===== src/rtl/core/sorted_priority_queue_core_macros.svh =====
// Assertion macros for the sorted priority queue core.
// Used by the top level only; expects signals named clock and reset in scope.
`ifndef SORTED_PRIORITY_QUEUE_CORE_MACROS_SVH
`define SORTED_PRIORITY_QUEUE_CORE_MACROS_SVH

// Condition holds at every edge outside reset.
`define SPQ_ASSERT_HOLDS(lbl, cond, msg) \
   lbl: assert property (@(posedge clock) disable iff (reset) (cond)) \
      else $error(msg);

// Antecedent at one edge implies consequent at the next edge.
`define SPQ_ASSERT_NEXT(lbl, ante, cons, msg) \
   lbl: assert property (@(posedge clock) disable iff (reset) (ante) |=> (cons)) \
      else $error(msg);

`endif


===== src/rtl/core/spq_pkg.sv =====
// Package for the sorted priority queue core: word types, cell types, codes.
// No dependencies; used by spq_cell and sorted_priority_queue_core.
`timescale 1ns / 1ps

package spq_pkg;

   localparam int CAPACITY  = 16;
   localparam int ELEM_BITS = 32;
   localparam int PRIO_BITS = 16;
   localparam int CNT_BITS  = 5;

   localparam logic [CNT_BITS-1:0] CAP_COUNT = CNT_BITS'(CAPACITY);

   // request kinds
   localparam logic [1:0] KIND_ENQ     = 2'd0;
   localparam logic [1:0] KIND_DEQ     = 2'd1;
   localparam logic [1:0] KIND_INSPECT = 2'd2;

   // response status
   localparam logic [1:0] STATUS_OK    = 2'd0;
   localparam logic [1:0] STATUS_FULL  = 2'd1;
   localparam logic [1:0] STATUS_EMPTY = 2'd2;

   typedef struct packed {
      logic [1:0]           kind;
      logic [ELEM_BITS-1:0] elem_value;
      logic [PRIO_BITS-1:0] prio_value;
   } req_word_type;

   typedef struct packed {
      logic [1:0]           status;
      logic [ELEM_BITS-1:0] head_elem;
      logic [PRIO_BITS-1:0] head_prio;
      logic [CNT_BITS-1:0]  entry_count;
      logic                 is_empty;
      logic                 is_full;
   } rsp_word_type;

   typedef enum logic [1:0] {
      OP_HOLD,
      OP_ENQ,
      OP_DEQ
   } cell_op_type;

   // broadcast to every cell
   typedef struct packed {
      cell_op_type          op;
      logic [ELEM_BITS-1:0] elem;
      logic [PRIO_BITS-1:0] prio;
   } cell_ctrl_type;

   typedef struct packed {
      logic                 used;
      logic [PRIO_BITS-1:0] prio;
      logic [ELEM_BITS-1:0] elem;
   } slot_type;

   localparam slot_type SLOT_EMPTY = '{used: 1'b0, prio: '0, elem: '0};

endpackage


===== src/rtl/core/spq_cell.sv =====
// One slot of the sorted queue: holds an entry, shifts with its neighbors.
// Depends on spq_pkg.
`timescale 1ns / 1ps

module spq_cell (
   input  logic                  clock,
   input  logic                  reset,
   input  spq_pkg::cell_ctrl_type ctrl,
   input  spq_pkg::slot_type     left_slot,
   input  spq_pkg::slot_type     right_slot,
   input  logic                  left_keep,
   output logic                  keep,
   output spq_pkg::slot_type     slot
);

   logic                          used_ff, used_in;
   logic [spq_pkg::PRIO_BITS-1:0] prio_ff, prio_in;
   logic [spq_pkg::ELEM_BITS-1:0] elem_ff, elem_in;

   // entry stays put on enqueue when it ranks ahead of or ties the new one
   assign keep = used_ff && (prio_ff <= ctrl.prio);

   always_comb begin
      used_in = used_ff;
      prio_in = prio_ff;
      elem_in = elem_ff;
      case (ctrl.op)
         spq_pkg::OP_ENQ: begin
            if (!keep) begin
               if (left_keep) begin
                  used_in = 1'b1;
                  prio_in = ctrl.prio;
                  elem_in = ctrl.elem;
               end else begin
                  used_in = left_slot.used;
                  prio_in = left_slot.prio;
                  elem_in = left_slot.elem;
               end
            end
         end
         spq_pkg::OP_DEQ: begin
            used_in = right_slot.used;
            prio_in = right_slot.prio;
            elem_in = right_slot.elem;
         end
         default: begin
         end
      endcase
   end

   always_ff @(posedge clock) begin
      if (reset) begin
         used_ff <= 1'b0;
      end else begin
         used_ff <= used_in;
      end
   end

   always_ff @(posedge clock) begin
      prio_ff <= prio_in;
      elem_ff <= elem_in;
   end

   assign slot = '{used: used_ff, prio: prio_ff, elem: elem_ff};

endmodule


===== src/rtl/core/sorted_priority_queue_core.sv =====
// Top level of the sorted priority queue: row of spq_cell slots, count, response register.
// Depends on spq_pkg, spq_cell and sorted_priority_queue_core_macros.svh.
//
//   channel | ports                      | direction
//   req     | req_valid req_ready req_data | in
//   rsp     | rsp_valid rsp_ready rsp_data | out
//
// One word per cycle: every cell compares and shifts in the cycle the word is taken,
// and the response shows the new head on the next cycle.
// A new word is taken whenever the response register is empty or being drained.
// Reset clears all slot valid bits and the count; no clearing pass is needed.
// A stalled response holds the state, so the next word waits on rsp_ready.
`timescale 1ns / 1ps
`include "sorted_priority_queue_core_macros.svh"

module sorted_priority_queue_core (
   input  logic                  clock,
   input  logic                  reset,
   input  logic                  req_valid,
   output logic                  req_ready,
   input  spq_pkg::req_word_type req_data,
   output logic                  rsp_valid,
   input  logic                  rsp_ready,
   output spq_pkg::rsp_word_type rsp_data
);

   spq_pkg::slot_type      slot_vec [spq_pkg::CAPACITY];
   logic [spq_pkg::CAPACITY-1:0] keep_vec;
   logic [spq_pkg::CAPACITY-1:0] used_vec;
   spq_pkg::cell_ctrl_type ctrl;

   logic                         rsp_valid_ff, rsp_valid_in;
   logic [1:0]                   status_ff, status_in;
   logic [spq_pkg::CNT_BITS-1:0] count_ff, count_in;
   logic                         req_fire;
   logic                         full;
   logic                         empty;
   logic [spq_pkg::CNT_BITS-1:0] used_count;
   logic                         head_ordered;
   logic                         enq_taken;

   assign full      = (count_ff == spq_pkg::CAP_COUNT);
   assign empty     = (count_ff == '0);
   assign req_ready = !rsp_valid_ff || rsp_ready;
   assign req_fire  = req_valid && req_ready;

   always_comb begin
      ctrl.op   = spq_pkg::OP_HOLD;
      ctrl.elem = req_data.elem_value;
      ctrl.prio = req_data.prio_value;
      status_in = status_ff;
      count_in  = count_ff;
      if (req_fire) begin
         status_in = spq_pkg::STATUS_OK;
         if (req_data.kind == spq_pkg::KIND_ENQ) begin
            if (full) begin
               status_in = spq_pkg::STATUS_FULL;
            end else begin
               ctrl.op  = spq_pkg::OP_ENQ;
               count_in = count_ff + 1'b1;
            end
         end else if (req_data.kind == spq_pkg::KIND_DEQ) begin
            if (empty) begin
               status_in = spq_pkg::STATUS_EMPTY;
            end else begin
               ctrl.op  = spq_pkg::OP_DEQ;
               count_in = count_ff - 1'b1;
            end
         end
      end
   end

   assign rsp_valid_in = req_fire || (rsp_valid_ff && !rsp_ready);

   genvar gi;
   generate
      for (gi = 0; gi < spq_pkg::CAPACITY; gi++) begin : g_cell
         spq_pkg::slot_type left_slot;
         spq_pkg::slot_type right_slot;
         logic              left_keep;

         if (gi == 0) begin : g_first
            assign left_slot = spq_pkg::SLOT_EMPTY;
            assign left_keep = 1'b1;
         end else begin : g_inner
            assign left_slot = slot_vec[gi-1];
            assign left_keep = keep_vec[gi-1];
         end

         if (gi == spq_pkg::CAPACITY - 1) begin : g_last
            assign right_slot = spq_pkg::SLOT_EMPTY;
         end else begin : g_mid
            assign right_slot = slot_vec[gi+1];
         end

         spq_cell u_cell (
            .clock      (clock),
            .reset      (reset),
            .ctrl       (ctrl),
            .left_slot  (left_slot),
            .right_slot (right_slot),
            .left_keep  (left_keep),
            .keep       (keep_vec[gi]),
            .slot       (slot_vec[gi])
         );

         assign used_vec[gi] = slot_vec[gi].used;
      end
   endgenerate

   always_ff @(posedge clock) begin
      if (reset) begin
         rsp_valid_ff <= 1'b0;
         count_ff     <= '0;
      end else begin
         rsp_valid_ff <= rsp_valid_in;
         count_ff     <= count_in;
      end
   end

   always_ff @(posedge clock) begin
      status_ff <= status_in;
   end

   // state only moves on an accepted word, so the response is stable while stalled
   assign rsp_valid = rsp_valid_ff;
   always_comb begin
      rsp_data.status      = status_ff;
      rsp_data.head_elem   = slot_vec[0].used ? slot_vec[0].elem : '0;
      rsp_data.head_prio   = slot_vec[0].used ? slot_vec[0].prio : '0;
      rsp_data.entry_count = count_ff;
      rsp_data.is_empty    = empty;
      rsp_data.is_full     = full;
   end

   assign used_count   = spq_pkg::CNT_BITS'($countones(used_vec));
   assign head_ordered = !used_vec[1] || (slot_vec[0].prio <= slot_vec[1].prio);
   assign enq_taken    = req_fire && (req_data.kind == spq_pkg::KIND_ENQ) && !full;

   `SPQ_ASSERT_HOLDS(a_count_matches_used, used_count == count_ff, "count does not match slots")
   `SPQ_ASSERT_HOLDS(a_head_sorted, head_ordered, "head out of order")
   `SPQ_ASSERT_NEXT(a_enq_grows, enq_taken, count_ff == $past(count_ff) + 1'b1, "count stuck")

endmodule

===== config.mk =====
export PLATFORM = sky130hd
export DESIGN_NAME = sorted_priority_queue_core
export DESIGN_NICKNAME = d
export VERILOG_FILES = /design/src/rtl/core/spq_pkg.sv /design/src/rtl/core/spq_cell.sv /design/src/rtl/core/sorted_priority_queue_core.sv
export VERILOG_INCLUDE_DIRS = /design/src /design/src/rtl/core
export SDC_FILE = /design/constraint.sdc
export NUM_CORES = 2
export LEC_CHECK = 0
export BUFFER_PORTS_ARGS = -buffer_cell sky130_fd_sc_hd__buf_4
export CELL_PAD_IN_SITES_DETAIL_PLACEMENT = 0
export CELL_PAD_IN_SITES_GLOBAL_PLACEMENT = 2
export CORE_ASPECT_RATIO = 1.5
export CORE_MARGIN = 4
export CORE_UTILIZATION = 46
export CTS_CLUSTER_DIAMETER = 200
export DETAILED_ROUTE_END_ITERATION = 10
export PLACE_DENSITY_LB_ADDON = 0.1
export SYNTH_ARGS = -nofsm -noshare
export SYNTH_HDL_FRONTEND = slang
export SYNTH_SLANG_ARGS = --single-unit

===== constraint.sdc =====
create_clock -name clock -period 11.6 [get_ports clock]
set_input_delay 0 -clock clock [delete_from_list [all_inputs] [get_ports clock]]
set_output_delay 0 -clock clock [all_outputs]
set_load 0.005 [all_outputs]

-- After elaboration in Yosys (flattened, before gate mapping)
Index checks and enable logic that the tools add are counted.
- register bits: 792
- latch bits: 0
- RAM bits: 0
- memory bits (read-only): 0
- input bits: 54
- logic and storage cells: 290
- memories: 0
- add/subtract/negate cells: 2
- multipliers: 0
- div/mod/pow operators: 0
- order comparisons: 16
- equality and inequality tests: 22
- shift-type cells: 0
- mux-type cells: 156
- bitwise logic cells: 0
- reduce and logical (&&, ||, !) cells: 43
- operators by type and width (kind ; number):
    32-bit two-way mux ; 32
    32-bit case mux with 2 select lines ; 16
    16-bit two-way mux ; 32
    16-bit case mux with 2 select lines ; 16
    16-bit less-or-equal comparator ; 16
    2-bit inequality test (second input constant) ; 17
    1-bit two-way mux ; 33
    1-bit case mux with 2 select lines ; 16
    2-bit AND reduction ; 16
    5-bit two-way mux ; 4
    1-bit logical AND ; 18
    2-bit two-way mux ; 7
    5-bit by 1-bit adder with 5-bit output (second input constant) ; 1
    5-bit equality test (second input constant) ; 1
    5-bit zero test ; 1
    5-bit by 1-bit subtractor with 5-bit output (second input constant) ; 1
    2-bit by 1-bit equality test with 1-bit output (second input constant) ; 2
    4-bit AND reduction ; 1
    2-bit nonzero test ; 2
    2-bit equality test (second input constant) ; 1
    1-bit zero test ; 2
    2-bit zero test ; 1
    1-bit logical OR ; 2
    2-bit by 1-bit inequality test with 1-bit output (second input constant) ; 1

-- Depth between registers and ports, before layout
- depth in word-level cells: 8
- mapped depth: 13
- mapped depth without buffers: 9

-- Cells and area by module
From an unflattened synthesis, not the netlist that was laid out.
- cell total of the unflattened synthesis: 4528
- area, all modules: 47827.1 um^2
- by module, submodules not included (module ; instances ; cells each ; area an instance (um^2) ; sequential area each (um^2)):
    spq_cell (g_cell[0].u_cell ...) ; 8 ; 276 ; 2939.1 ; 1461.4
    spq_cell (g_cell[2].u_cell ...) ; 8 ; 276 ; 2931.6 ; 1461.4
    sorted_priority_queue_core ; 1 ; 112 ; 862.1 ; 180.2

-- Worst setup path before layout
No wires, ideal clock.
- kind: input -> register
- start: input port req_data[13] (netlist bit)
- end: register g_cell[0].u_cell.elem_ff[0] (netlist bit), enable pin
- data arrival time: 5.655 ns
- setup slack: 5.426 ns
- cell stages on the path: 12
- path buffers: 4
- cells stage by stage: clkbuf_1 clkbuf_1 inv_1 ha_1 and4_1 nand3_1 nor3_1 a21boi_1 o31ai_2 buf_6 buf_6 o21ai_0
- longest elaborated chain between the ends: 4
- RTL lines (item ; RTL line ; source):
    start: declaration ; sorted_priority_queue_core.sv:21 ; input spq_pkg::req_word_type req_data,
    16-bit less-or-equal comparator ; spq_cell.sv:21 ; assign keep = used_ff && (prio_ff <= ctrl.prio);
    1-bit logical AND ; spq_cell.sv:21 ;
    2-bit inequality test (no line) ; -- ;
    2-bit AND reduction (no line) ; -- ;
    end signal: assignment ; spq_cell.sv:61 ; elem_ff <= elem_in;
    end: declaration ; spq_cell.sv:18 ; logic [spq_pkg::ELEM_BITS-1:0] elem_ff, elem_in;
No other way between the ends.
A chain may end at the register's enable or synchronous reset.

-- Final worst setup path
- start: register count_ff[2] (netlist bit)
- end: register g_cell[10].u_cell.elem_ff[29] (netlist bit) (data pin)
- longest elaborated chain between the ends: 7
- RTL lines (item ; RTL line ; source):
    start: declaration ; sorted_priority_queue_core.sv:34 ; logic [spq_pkg::CNT_BITS-1:0] count_ff, count_in;
    start signal: assignment ; sorted_priority_queue_core.sv:117 ; count_ff <= count_in;
    5-bit zero test ; sorted_priority_queue_core.sv:43 ; assign empty = (count_ff == '0);
    2-bit two-way mux ; sorted_priority_queue_core.sv:63 ; if (empty) begin
    2-bit two-way mux ; sorted_priority_queue_core.sv:62 ; end else if (req_data.kind == spq_pkg::KIND_DEQ) begin
    2-bit two-way mux * ; sorted_priority_queue_core.sv:55 ; if (req_data.kind == spq_pkg::KIND_ENQ) begin
    2-bit two-way mux * ; sorted_priority_queue_core.sv:53 ; if (req_fire) begin
    2-bit equality test / 2-bit by 1-bit equality test with 1-bit output (equally long branches) ; spq_cell.sv:27 ; case (ctrl.op)
    32-bit case mux with 2 select lines * ; spq_cell.sv:27 ;
    via g_cell[10].u_cell.elem_in, one bit ; spq_cell.sv:18 ;
    end signal: assignment ; spq_cell.sv:61 ;
    end: declaration ; spq_cell.sv:18 ;
The timed path passes the listed nets; every way through them passes the cells marked *.

==> metrics.sh <==
AVGROUTEDWIREPERCELL_UM=26.84
R2R.WORST_PATH.CELLS=8
TIMING.FMAX_GHz=0.2254
CRITPATHMOSTFREQUENTCELL='sky130_fd_sc_hd__buf_4'
POWER.SHARE.SEQUENTIAL_PCT=47.3
VIA_PER_INST=6.188
SYNTH_AREA_PER_CELL_UM2=10.35
FIRST_ITER_VIOLATIONS=2842
CLOCKROOTBUFFER='sky130_fd_sc_hd__clkbuf_16'
SETUP-TNS-FINAL_NS=0
TIMING.CRITICAL_PATH.REQUIRED_NS=12.11
FIN_SKEW_NS=0.02196
FINALSETUPVIOLCOUNT=0
GRT_MAX_DEGREE=253
FINISH.NET_COUNT=4638
OUTCOME='completed'
CELL_ROW_COUNT=141
DRC=0
DIE_WIDTH_UM=265.6
GRT_USE_TOTAL_PCT=28.26
INITIAL_ANTENNA_VIOLATION_COUNT=0
DRT_FIRST_PASS_ITERS=6
LAYOUT-AREA-OVERHEAD-VS-SYNTH_PCT=10.21
NUMBER_OF_FLOPS_MAPPED_TO_ENABLE_CELLS_BY_YOSYS=770
GRT_PASS1_WL_MM=228.0
MAXSLEWHEADROOM_PCT=23.00
CRIT_FAMILY='buffers and inverters'
PLACED_CELL_AREAS_MM2=0.04721
ANTENNA_VIOLATING_NETS_POST_ROUTE=0
HP-CLASS='in -> reg'
NETLIST_INSTANCES=4421
DETAILROUTE.VIA_COUNT=35147
GRT-OVFL-TOTAL=0
PLACED_CELLS=5469
KIND_OF_END_POINT_OF_THE_CRITICAL_PATH='register'
PLACE.PORT_BUFFERS=112
DIE-HEIGHT_UM=394.4
FINAL_HOLD_VIOL_COUNT=0
DIE_AREA_MM2=0.1047
WORSTHOLDPATHCELLS=3
NFILLCELLS=9221
SWSHARE_PCT=29.38
GP_ROUTABILITY_CONGESTION=0.8460
POST_SYNTHESIS_INSTANCE_AREA_MM2=0.04578
DP_HPWL_MM=98.69
CTS.SINK_COUNT=792
TOTAL_SWITCHING_POWER_mW=2.289
WORSTPATHCELLLIST='nor4_2, and2b_1, or3_4, buf_4, buf_4, buf_4, o22ai_1, a21oi_1'
POST-LAYOUT-TOTAL-POWER_mW=7.790
WORST_PATH_CLK_SLEW_NS=0.06
TIMING.CRITICAL_PATH.SLOWEST_CELL_DELAY_NS=0.90
CTS-BUFFERS-INSERTED=85
WORST-SETUP-PATH-TYPE='reg -> reg'
REPORT.FINAL.SLEW_VIOL_COUNT=0
TRITONCTS_CLOCK_TREE='done'
DETAIL_ROUTE.WIRELENGTH_MM=152.5
RATIO_OF_CELLS_WITH_DRIVE_ABOVE_1_IN_THE_FINAL_LAYOUT_PCT=7.764
CORE_AREA_MM2=0.09862
YS_FF_LATCH=792
FINALWORSTPATHREQUIREDPERIOD_NS=4.436
CRITICAL_PATH_STARTPOINT_CATEGORY='register'
CTS_MAX_LEVEL=3
FINAL_MIN_PERIOD_OVER_CLOCK_PERIOD_PCT=38.24
IO_PINS=113
SLEW_AT_THE_PIN_CLOSEST_TO_ITS_MAX_SLEW_LIMIT_NS=1.155
CRITICAL_PATH.N_BUFFERS_INVERTERS=3
VDD_DROP_MAX_mV=0.1084
WORSTPATHMAXFANOUT=94
NUMBER_OF_DISTINCT_LIBRARY_CELL_VARIANTS_IN_THE_GATE_LEVEL_NETLIST_AFTER_SYNTHESIS=58
YOSYSSEQAREASHARE_PCT=51.47
DOMINANTREGCELLSYNTH='sky130_fd_sc_hd__edfxtp_1'
PWR-SHARE-CLK_PCT=35.5
WORST_HOLD_SLACK_NS=0.3104
LAYOUT_COMMON_CELLS='sky130_fd_sc_hd__edfxtp_1, sky130_fd_sc_hd__nand2_1, sky130_fd_sc_hd__o21ai_0'
CRIT_SLOWEST_CELL='sky130_fd_sc_hd__buf_4'
CELLINTERNALPOWER_mW=5.501
MAXCAPVIOLATIONS=0
YS_ASYNC_SR_FRACTION_PCT=0
CRIT_CELLS=8
CTS_BUFFER_DEPTH=3
YOSYSWARNINGCOUNT=0
LEAKAGE_POWER_nW=16.78
POWER_FRAC_COMB_PCT=17.3
WORSTSKEWPAIRLATENCY_NS=0.67
PWR_DENSITY_CELL_mW_PER_MM2=154.4
FINAL_COMMON_CELL='sky130_fd_sc_hd__edfxtp_1'
INITIAL_CORE_UTIL_PCT=46.42
CTS_SETUP_BUFFERS=0
SYN-NUM-NETS=4735
UNREPAIRED_SETUP_ENDPOINTS_AFTER_GLOBAL_ROUTING='false'
CRITPATHARRIVALTIME_NS=4.95
FINALNONFILLERCELLS=5680
VIAS_IN_THE_FIRST_GLOBAL_ROUTE=35848
FINAL_AREA_MM2=0.05045
[metal layers]
layer	GRT usage (%)	routed length (um)	vias to the layer above
li1	-	-	16366
met1	31.68	56740	17556
met2	54.40	84150	902
met3	2.370	4829	323
met4	11.75	6763	0
met5	0	0	-
[worst paths after layout]
kind	startpoint	endpoint	slack, ns
max	count_ff[2]	g_cell[10].u_cell.elem_ff[29]	7.16
min	reset	count_ff[0]	0.31
max reg2reg	count_ff[2]	g_cell[10].u_cell.elem_ff[29]	7.16
min reg2reg	count_ff[3]	count_ff[3]	0.52
[flip-flops by register name, indices dropped and copies added, names as in the netlist]
register / count
g_cell.u_cell.elem_ff: 512
rsp_valid: 1
g_cell.u_cell.prio_ff: 256
status_ff: 2
g_cell.u_cell.used_ff: 16
count_ff: 5
[power groups by stage]
stage	Clock, mW	Sequential (mW)	Combinational (mW)
detailed placement	0	3.74	1.32
global placement	0	3.74	1.30
finish	2.76	3.68	1.35
floorplan	0	3.66	0.936
CTS	2.81	3.68	1.34
global route	2.93	3.70	1.48
[final cells by class]
class,instances,area [um2],area share [%]
clock buffers,117,2321,4.600
multi-input cells,3168,20480,40.58
inverters,42,157.7,0.3125
diodes,1,2.502,0.004960
flip-flops and latches,792,23570,46.71
well taps,1287,1610,3.192
repair buffers,235,1952,3.869
clock inverters,38,365.4,0.7242
[cell families after synthesis]
group | Yosys count | synth area share (%)
compound gates | 1365 | 16.48
simple gates | 1060 | 9.979
flops | 792 | 51.47
mux | 478 | 10.45
buf+inv | 461 | 4.401
fa+ha+maj | 260 | 7.123
xor+xnor | 5 | 0.09566
[metrics by stage]
step	worst slack (ns)	utilization (%)
global placement	7.376	47.87
finish	7.164	51.16
CTS	7.289	51.16
global route	6.915	51.16
detailed placement	7.296	47.87
floorplan	5.426	-
[Yosys cell counts (all sizes together), types with 2 or more instances]
library cell / number / share of area, %
or4: 4 / 0.066
o21ai: 635 / 6.9
clkbuf: 277 / 2.3
a211oi: 11 / 0.18
a31oi: 49 / 0.67
o21a: 18 / 0.30
and3: 5 / 0.068
nand4: 48 / 0.66
a221o: 2 / 0.044
inv: 42 / 0.34
mux2i: 478 / 10
a21o: 10 / 0.16
and2: 50 / 0.68
o2bb2ai: 10 / 0.19
and4: 8 / 0.15
dfxtp: 22 / 0.96
or2: 3 / 0.041
a2111oi: 9 / 0.17
nor2b: 16 / 0.22
nand2b: 14 / 0.19
o22ai: 281 / 3.8
a21oi: 303 / 3.3
a22o: 2 / 0.041
nand2: 722 / 5.9
o211ai: 13 / 0.21
edfxtp: 770 / 51
nor2: 80 / 0.66
or3: 2 / 0.027
nand3: 66 / 0.72
o311ai: 9 / 0.17
ha: 259 / 7.1
xnor2: 4 / 0.077
buf: 142 / 1.8
nor4: 23 / 0.33
o31ai: 6 / 0.11
nor3: 15 / 0.17
[worst reg2reg max path, delay by kind of cell, from the launching register on]
kind,cells,cell delay [ns]
compound gates,2,0.40
flops,1,0.34
buf+inv,3,2.50
simple gates,3,1.03
[timing repair]
item                                   CTS  global route
hold buffers                            55             0
resized for setup                        0             0
endpoints found under the hold margin  758             0
(Power assumes the default switching activity.)
